==> src/sv/bpr_pkg.sv <==
// Package for the bus packet receiver: frame states, event codes,
// register indexes, reset values and the structs passed between modules.
// No dependencies.
package bpr_pkg;

  typedef enum logic [2:0] {
    ST_START  = 3'd0,
    ST_LEADIN = 3'd1,
    ST_DEST   = 3'd2,
    ST_SRC    = 3'd3,
    ST_CMD    = 3'd4,
    ST_LEN    = 3'd5,
    ST_DATA   = 3'd6,
    ST_SUM    = 3'd7
  } frame_state_t;

  localparam logic [2:0] EV_NONE      = 3'd0;
  localparam logic [2:0] EV_ACCEPTED  = 3'd1;
  localparam logic [2:0] EV_NOT_ADDR  = 3'd2;
  localparam logic [2:0] EV_CHECKSUM  = 3'd3;
  localparam logic [2:0] EV_TIMEOUT   = 3'd4;

  localparam int unsigned CFG_INDEX_W = 3;
  localparam int unsigned CFG_DATA_W  = 16;

  localparam logic [CFG_INDEX_W-1:0] REG_START_BYTE  = 3'd0;
  localparam logic [CFG_INDEX_W-1:0] REG_LEADIN_BYTE = 3'd1;
  localparam logic [CFG_INDEX_W-1:0] REG_NODE_ADDR   = 3'd2;
  localparam logic [CFG_INDEX_W-1:0] REG_GROUP_ADDR  = 3'd3;
  localparam logic [CFG_INDEX_W-1:0] REG_PROMISC     = 3'd4;
  localparam logic [CFG_INDEX_W-1:0] REG_RX_TIMEOUT  = 3'd5;

  localparam logic [7:0]  RST_START_BYTE  = 8'd187;
  localparam logic [7:0]  RST_LEADIN_BYTE = 8'd136;
  localparam logic [7:0]  RST_NODE_ADDR   = 8'd31;
  localparam logic [7:0]  RST_GROUP_ADDR  = 8'd120;
  localparam logic [15:0] RST_RX_TIMEOUT  = 16'd50;

  localparam logic [7:0] BROADCAST_ADDR = 8'd255;

  typedef struct packed {
    logic [7:0]  start_byte;
    logic [7:0]  leadin_byte;
    logic [7:0]  node_address;
    logic [7:0]  group_address;
    logic        promiscuous;
    logic [15:0] receive_timeout;
  } cfg_t;

  typedef struct packed {
    logic [2:0] event_res;
    logic       payload_valid;
    logic [7:0] payload_byte;
    logic [7:0] payload_index;
    logic [7:0] dest_out;
    logic [7:0] source_out;
    logic [7:0] command_out;
    logic [7:0] length_out;
  } result_t;

endpackage

==> src/sv/bpr_frame.sv <==
// Frame parser of the bus packet receiver: holds the frame state and
// computes one result per request. Depends on bpr_pkg.
module bpr_frame (
  input  logic              clk,
  input  logic              rst,
  input  logic              step,
  input  logic              mode,
  input  logic [7:0]        rx_byte,
  input  bpr_pkg::cfg_t     cfg,
  output bpr_pkg::result_t  result
);

  bpr_pkg::frame_state_t frame_state, frame_state_next;
  logic [7:0]  running_sum, running_sum_next;
  logic [7:0]  data_count, data_count_next;
  logic [7:0]  data_length, data_length_next;
  logic [7:0]  dest_held, dest_held_next;
  logic [7:0]  source_held, source_held_next;
  logic [7:0]  command_held, command_held_next;
  logic        addressed, addressed_next;
  logic [15:0] idle_ticks, idle_ticks_next;

  logic [16:0] ticks_inc;
  logic        timeout_hit;
  logic [7:0]  sum_add;
  logic [7:0]  count_inc;
  logic        dest_match;

  // A zero timeout compares as one: the first idle tick always hits.
  assign ticks_inc   = {1'b0, idle_ticks} + 17'd1;
  assign timeout_hit = ticks_inc >= {1'b0, cfg.receive_timeout};
  assign sum_add     = running_sum + rx_byte;
  assign count_inc   = data_count + 8'd1;
  assign dest_match  = (rx_byte == cfg.node_address) || (rx_byte == cfg.group_address) ||
                       (rx_byte == bpr_pkg::BROADCAST_ADDR) || cfg.promiscuous;

  // Next state.
  always_comb begin
    frame_state_next  = frame_state;
    running_sum_next  = running_sum;
    data_count_next   = data_count;
    data_length_next  = data_length;
    dest_held_next    = dest_held;
    source_held_next  = source_held;
    command_held_next = command_held;
    addressed_next    = addressed;
    idle_ticks_next   = idle_ticks;
    if (mode) begin
      if (frame_state != bpr_pkg::ST_START) begin
        if (timeout_hit) begin
          frame_state_next = bpr_pkg::ST_START;
          running_sum_next = 8'd0;
          data_count_next  = 8'd0;
          data_length_next = 8'd0;
          addressed_next   = 1'b0;
          idle_ticks_next  = 16'd0;
        end else begin
          idle_ticks_next = ticks_inc[15:0];
        end
      end
    end else begin
      idle_ticks_next = 16'd0;
      unique case (frame_state)
        bpr_pkg::ST_START: begin
          if (rx_byte == cfg.start_byte) frame_state_next = bpr_pkg::ST_LEADIN;
        end
        bpr_pkg::ST_LEADIN: begin
          if (rx_byte == cfg.leadin_byte) begin
            frame_state_next = bpr_pkg::ST_DEST;
            running_sum_next = 8'd0;
          end else if (rx_byte != cfg.start_byte) begin
            frame_state_next = bpr_pkg::ST_START;
            running_sum_next = 8'd0;
            data_count_next  = 8'd0;
            data_length_next = 8'd0;
            addressed_next   = 1'b0;
          end
        end
        bpr_pkg::ST_DEST: begin
          dest_held_next   = rx_byte;
          addressed_next   = dest_match;
          running_sum_next = sum_add;
          frame_state_next = bpr_pkg::ST_SRC;
        end
        bpr_pkg::ST_SRC: begin
          source_held_next = rx_byte;
          running_sum_next = sum_add;
          frame_state_next = bpr_pkg::ST_CMD;
        end
        bpr_pkg::ST_CMD: begin
          command_held_next = rx_byte;
          running_sum_next  = sum_add;
          frame_state_next  = bpr_pkg::ST_LEN;
        end
        bpr_pkg::ST_LEN: begin
          data_length_next = rx_byte;
          data_count_next  = 8'd0;
          running_sum_next = sum_add;
          frame_state_next = (rx_byte == 8'd0) ? bpr_pkg::ST_SUM : bpr_pkg::ST_DATA;
        end
        bpr_pkg::ST_DATA: begin
          running_sum_next = sum_add;
          data_count_next  = count_inc;
          if (count_inc == data_length) frame_state_next = bpr_pkg::ST_SUM;
        end
        bpr_pkg::ST_SUM: begin
          frame_state_next = bpr_pkg::ST_START;
          running_sum_next = 8'd0;
          data_count_next  = 8'd0;
          data_length_next = 8'd0;
          addressed_next   = 1'b0;
        end
        default: frame_state_next = bpr_pkg::ST_START;
      endcase
    end
  end

  // Result of the current request.
  always_comb begin
    result = '0;
    if (mode) begin
      if (frame_state != bpr_pkg::ST_START && timeout_hit) begin
        result.event_res = bpr_pkg::EV_TIMEOUT;
      end
    end else begin
      unique case (frame_state)
        bpr_pkg::ST_DATA: begin
          if (addressed) begin
            result.payload_valid = 1'b1;
            result.payload_byte  = rx_byte;
            result.payload_index = data_count;
          end
        end
        bpr_pkg::ST_SUM: begin
          if (rx_byte != running_sum) begin
            result.event_res = bpr_pkg::EV_CHECKSUM;
          end else if (addressed) begin
            result.event_res   = bpr_pkg::EV_ACCEPTED;
            result.dest_out    = dest_held;
            result.source_out  = source_held;
            result.command_out = command_held;
            result.length_out  = data_length;
          end else begin
            result.event_res = bpr_pkg::EV_NOT_ADDR;
          end
        end
        default: result.event_res = bpr_pkg::EV_NONE;
      endcase
    end
  end

  always_ff @(posedge clk) begin
    if (rst) begin
      frame_state  <= bpr_pkg::ST_START;
      running_sum  <= 8'd0;
      data_count   <= 8'd0;
      data_length  <= 8'd0;
      dest_held    <= 8'd0;
      source_held  <= 8'd0;
      command_held <= 8'd0;
      addressed    <= 1'b0;
      idle_ticks   <= 16'd0;
    end else if (step) begin
      frame_state  <= frame_state_next;
      running_sum  <= running_sum_next;
      data_count   <= data_count_next;
      data_length  <= data_length_next;
      dest_held    <= dest_held_next;
      source_held  <= source_held_next;
      command_held <= command_held_next;
      addressed    <= addressed_next;
      idle_ticks   <= idle_ticks_next;
    end
  end

`ifndef ASSERT_OFF
  // Idle ticks only count while a packet is in progress.
  a_idle_only_in_packet: assert property (@(posedge clk) disable iff (rst)
    (frame_state == bpr_pkg::ST_START) |-> (idle_ticks == 16'd0))
    else $error("idle tick count nonzero while waiting for a start byte");

  // In the payload state the count has not yet reached the length.
  a_count_below_length: assert property (@(posedge clk) disable iff (rst)
    (frame_state == bpr_pkg::ST_DATA) |-> (data_count < data_length))
    else $error("payload count reached the length without leaving the payload state");

  // A checksum byte always ends the packet.
  a_sum_ends_packet: assert property (@(posedge clk) disable iff (rst)
    (step && !mode && frame_state == bpr_pkg::ST_SUM) |=>
      (frame_state == bpr_pkg::ST_START && running_sum == 8'd0))
    else $error("packet not closed after the checksum byte");

  // A payload byte is never reported together with a final event.
  a_payload_no_event: assert property (@(posedge clk) disable iff (rst)
    result.payload_valid |-> (result.event_res == bpr_pkg::EV_NONE && addressed))
    else $error("payload byte reported with an event or for a foreign packet");
`endif

endmodule

==> src/sv/bus_packet_receiver.sv <==
// Top level of the bus packet receiver: configuration registers, input
// register, frame parser and output register. Depends on bpr_pkg, bpr_frame.
//
//   channel  direction  handshake             payload
//   in       input      in_valid / in_stall   mode, rx_byte
//   out      output     out_valid / out_stall event_res, payload_*, *_out
//   cfg      input      cfg_write             cfg_index, cfg_data
//
// One request per cycle sustained while out_stall is low; each request is held in the
// input register, the parser computes its result, and the output register holds it.
// Reset clears the configuration to its defaults and the frame to waiting for
// a start byte. The input register takes one more request while a result
// waits in the output register; in_stall rises only when both are full.
module bus_packet_receiver (
  input  logic                               clk,
  input  logic                               rst,
  input  logic                               in_valid,
  output logic                               in_stall,
  input  logic                               mode,
  input  logic [7:0]                         rx_byte,
  output logic                               out_valid,
  input  logic                               out_stall,
  output logic [2:0]                         event_res,
  output logic                               payload_valid,
  output logic [7:0]                         payload_byte,
  output logic [7:0]                         payload_index,
  output logic [7:0]                         dest_out,
  output logic [7:0]                         source_out,
  output logic [7:0]                         command_out,
  output logic [7:0]                         length_out,
  input  logic                               cfg_write,
  input  logic [bpr_pkg::CFG_INDEX_W-1:0]    cfg_index,
  input  logic [bpr_pkg::CFG_DATA_W-1:0]     cfg_data
);

  bpr_pkg::cfg_t    cfg;
  bpr_pkg::result_t result;
  bpr_pkg::result_t out_reg;

  logic       hold_valid;
  logic       hold_mode;
  logic [7:0] hold_byte;
  logic       advance;
  logic       accept;

  assign advance  = hold_valid && (!out_valid || !out_stall);
  assign in_stall = hold_valid && !advance;
  assign accept   = in_valid && !in_stall;

  always_ff @(posedge clk) begin
    if (rst) begin
      cfg.start_byte      <= bpr_pkg::RST_START_BYTE;
      cfg.leadin_byte     <= bpr_pkg::RST_LEADIN_BYTE;
      cfg.node_address    <= bpr_pkg::RST_NODE_ADDR;
      cfg.group_address   <= bpr_pkg::RST_GROUP_ADDR;
      cfg.promiscuous     <= 1'b0;
      cfg.receive_timeout <= bpr_pkg::RST_RX_TIMEOUT;
    end else if (cfg_write) begin
      unique case (cfg_index)
        bpr_pkg::REG_START_BYTE:  cfg.start_byte      <= cfg_data[7:0];
        bpr_pkg::REG_LEADIN_BYTE: cfg.leadin_byte     <= cfg_data[7:0];
        bpr_pkg::REG_NODE_ADDR:   cfg.node_address    <= cfg_data[7:0];
        bpr_pkg::REG_GROUP_ADDR:  cfg.group_address   <= cfg_data[7:0];
        bpr_pkg::REG_PROMISC:     cfg.promiscuous     <= cfg_data[0];
        bpr_pkg::REG_RX_TIMEOUT:  cfg.receive_timeout <= cfg_data[15:0];
        default: ;
      endcase
    end
  end

  always_ff @(posedge clk) begin
    if (rst) begin
      hold_valid <= 1'b0;
    end else if (accept) begin
      hold_valid <= 1'b1;
    end else if (advance) begin
      hold_valid <= 1'b0;
    end
  end

  always_ff @(posedge clk) begin
    if (accept) begin
      hold_mode <= mode;
      hold_byte <= rx_byte;
    end
  end

  bpr_frame u_frame (
    .clk     (clk),
    .rst     (rst),
    .step    (advance),
    .mode    (hold_mode),
    .rx_byte (hold_byte),
    .cfg     (cfg),
    .result  (result)
  );

  always_ff @(posedge clk) begin
    if (rst) begin
      out_valid <= 1'b0;
    end else if (advance) begin
      out_valid <= 1'b1;
    end else if (!out_stall) begin
      out_valid <= 1'b0;
    end
  end

  always_ff @(posedge clk) begin
    if (advance) begin
      out_reg <= result;
    end
  end

  assign event_res     = out_reg.event_res;
  assign payload_valid = out_reg.payload_valid;
  assign payload_byte  = out_reg.payload_byte;
  assign payload_index = out_reg.payload_index;
  assign dest_out      = out_reg.dest_out;
  assign source_out    = out_reg.source_out;
  assign command_out   = out_reg.command_out;
  assign length_out    = out_reg.length_out;

endmodule
==> config.mk <==
export PLATFORM = sky130hd
export DESIGN_NAME = bus_packet_receiver
export DESIGN_NICKNAME = d
export VERILOG_FILES = /design/src/sv/bpr_pkg.sv /design/src/sv/bpr_frame.sv /design/src/sv/bus_packet_receiver.sv
export SDC_FILE = /design/constraint.sdc
export NUM_CORES = 1
export LEC_CHECK = 0
export BUFFER_PORTS_ARGS = -buffer_cell sky130_fd_sc_hd__buf_4
export CAP_MARGIN = 0
export CORE_AREA = 2 2 124 126
export DETAILED_ROUTE_END_ITERATION = 6
export DIE_AREA = 0 0 126 128
export PLACE_DENSITY = 0.79
export SYNTH_ARGS = -nofsm -noshare
export SYNTH_HDL_FRONTEND = slang
export SYNTH_HIERARCHICAL = 1
export SYNTH_SLANG_ARGS = --single-unit
==> constraint.sdc <==
create_clock -name clk -period 8.4 [get_ports clk]
set_input_delay 1.26 -clock clk [delete_from_list [all_inputs] [get_ports clk]]
set_output_delay 1.26 -clock clk [all_outputs]
set_load 0.05 [all_outputs]
==> reports/metrics.yaml <==
critical_path:
  arrival_ns: 4.01
  crit_path_end_kind: "register"
  start_kind: "register"
  cpMaxStageDelayCell: "or4b_4"
  required_ns: 8.77
  criticalPathCategory: "reg2reg"
  cpPeakStageDelay_ns: 0.53
  critPathMaxFanout: 5
  cp_cell_sequence: "ha_1 > nand3_1 > nor2_1 > nand4_1 > xnor2_1 > ha_1 > nand3_1 > nor2_1 > o211ai_1 > a41oi_2 > or4b_4 > or3_1 > a21oi_2"
global_routing:
  groute.usage.overall_pct: 22.7
  grt-ovfl-total: 0
  gr-usage-met1_pct: 30.3
  use_met2_pct: 37.0
  grt_max_degree: 71
  grt_pass1_wl_um: 29100
  busiest_layer: "met2"
  grt_pass1_vias: 5925
  antenna_found_initial: 0
  grt_use_met3_pct: 4.72
sta:
  max_freq_mhz: 275
  skew_ns: 0.00818
  rsz0062_at_grt: "false"
  setup_slack_ns: 4.76
  worst_slew_pin_slew_ns: 1.08
  hold_violations: 0
  relSlewSlack_pct: 27.5
  setup-violations-final: 0
  min_period_ns: 3.64
  timing.final.crit_share_pct: 43.4
  hold-worst-slack_ns: 0.478
  setup_tns_ns: 0
  slew_violations: 0
synthesis:
  ys_warn_count: 6
  synth-seq-cells: 180
  syn-num-nets: 893
  synth.cells.most_frequent: "dfxtp_1, nor2_1, mux2i_1"
  synth_edf_count: 61
  synth.area.top_cells: "dfxtp_1, edfxtp_1, mux2i_1, xnor2_1, nor2_1"
  yosysUniqueCellTypes: 67
  avgSynthCellArea_um2: 10.3
  synth-main-ff-cell: "dfxtp_1"
  yosysMostFrequentCell: "dfxtp_1"
  netlist.area_leader.share_pct: 27.8
  synthCells: 834
  seq_area_frac_synth_pct: 49.2
  synthArstFlopShare_pct: 0
  synth_area_leader_cell: "dfxtp_1"
  syn_area_um2: 8570
floorplan:
  fp.dieW_um: 126
  dieHeight_um: 128
  core_area_um2: 14900
  num_io_pins: 87
  start_util_pct: 57.7
  die-area_um2: 16100
  fp-row-count: 45
pwr:
  vdd_drop_max_uv: 128
  leakagePower_nw: 3.88
  sequentialPowerShare_pct: 50.5
  power_density_nw_per_um2: 188
  p_sw_share_pct: 26.4
  pwr-share-comb_pct: 7.9
  p_clk_share_pct: 41.6
  power.internal_w: 0.00137
  p_switching_w: 0.000490
job:
  drv_cap: 0
placement:
  io_buffers: 86
  place_congestion: 0.850
  hpwl_um: 11700
  place_ws_ns: 4.49
cts:
  path_clk_slew_ns: 0.07
  htree_levels: 4
  clockBufferDepth: 2
  insertion_delay_ns: 0.44
  clkSinkCount: 180
  root_buffer: "clkbuf_16"
  cts.repair.resized: 0
  cts_tree: "done"
  cts_setup_buffers: 0
  cts_buffers: 17
  cts_hold_buffers: 0
layout:
  syn_to_final_growth_pct: 15.2
  drive_gt1_share_pct: 15.2
  regArea_um2: 4210
  fill_cells: 1210
  fin_util_pct: 66.4
  multi_input_area_um2: 4060
  nets: 955
  diodes: 0
drt:
  firstDrtPassIters: 5
  via_per_inst: 5.59
  drc: 0
  drtAntennaViolNets: 0
  routedWlPerCell_um: 16.2
  vias: 6129
  drt-total-wl_um: 17800
  drt_iter0_markers: 545
status:
  outcome: "complete, no violations"
worst_hold_path:
  hold_class: "reg2reg"
worst paths after layout:
kind | to | start | cells past startpoint | slack [ns]
hold / removal | cfg[12] | cfg[12] | 2 | 0.48
setup reg to reg | u_frame/frame_state[0] | u_frame/idle_ticks[0] | 13 | 4.76
hold reg to reg | cfg[12] | cfg[12] | 2 | 0.48
setup / recovery | u_frame/frame_state[0] | u_frame/idle_ticks[0] | 13 | 4.76
power by group through the flow:
stage          Sequential, W  Clock (W)  Combinational (W)
2_1_floorplan       0.000995          0          0.0000599
5_1_grt             0.000941   0.000820           0.000156
6_report            0.000939   0.000773           0.000146
3_3_place_gp        0.000958          0           0.000145
3_5_place_dp        0.000959          0           0.000146
4_1_cts             0.000939   0.000784           0.000147
cells by family after synthesis:
group,count (synthesis),share of synthesized area [%]
xor gates and xnor gates,63,6.44
AOI/OAI and AO/OA,97,7.79
adders and majority gates,26,3.88
DFF,180,49.2
and+or+nand+nor,309,19.3
muxes,84,9.82
buffers and inverters,75,3.60
through the flow:
stage | instances | cell area (µm²) | total power (W)
5_1_grt | 1097 | 9880 | 0.00192
6_report | 1097 | 9880 | 0.00186
3_3_place_gp | 1065 | 9300 | 0.00110
4_1_cts | 1097 | 9880 | 0.00187
2_1_floorplan | 834 | 8570 | 0.00106
3_5_place_dp | 1065 | 9300 | 0.00111
placed cells by master, fill, tap and decap left out, types with 4 or more instances in the layout:
master     netlist  routed
dfxtp_1        119     119
nor2_1          93      92
buf_4            1      91
mux2i_1         83      83
edfxtp_1        61      61
nand2b_1        49      49
and2_1          48      48
xnor2_1         43      43
nand2_1         35      35
inv_1           26      26
nand3_1         25      25
ha_1            25      25
xor2_1          20      20
a21oi_1         19      19
clkbuf_16        0      17
nand4_1         16      16
o21ai_0         14      14
a22oi_1         13      13
a31oi_1         11      11
nor3_1           7       7
a22o_1           7       7
inv_8            0       6
nor4_1           5       5
a21o_1           5       5
clkinv_4         0       4
or3_1            4       4
routing by layer:
| metal | routed length, µm | share of wire (%) |
|---|---|---|
| met4 | 278 | 1.6 |
| met5 | 0 | 0 |
| met3 | 914 | 5.1 |
| met1 | 8170 | 46 |
| met2 | 8430 | 47 |
sequential cells by signal, summed over array words and instances, names as in the netlist:
signal                flops
u_frame/running_sum       8
payload_valid             1
u_frame/idle_ticks       16
u_frame/data_length       8
length_out                8
out_valid                 1
hold_byte                 8
cfg                      49
payload_byte              8
hold_mode                 1
dest_out                  8
u_frame/addressed         1
hold_valid                1
u_frame/dest_held         8
u_frame/command_held      8
payload_index             8
u_frame/data_count        8
event_res                 3
command_out               8
u_frame/frame_state       3
source_out                8
u_frame/source_held       8
worst max-delay path, delay by kind of cell (launching register included):
kind,cells,cell delay (ns)
AO/OA/AOI/OAI,3,0.67
XOR/XNOR,1,0.19
adder cells (fa/ha/maj),2,0.61
flip-flops,1,0.40
AND/OR/NAND/NOR,7,1.71
final cells by class:
| cell class | count | area share (%) |
|---|---|---|
| multi-input combinational | 579 | 41.2 |
| clock buffer | 17 | 4.31 |
| sequential | 180 | 42.7 |
| clock inverter | 15 | 1.55 |
| tap | 188 | 2.38 |
| timing repair buffer | 91 | 6.92 |
| inverter | 27 | 1.03 |
Power figures use the tool's default switching activity.
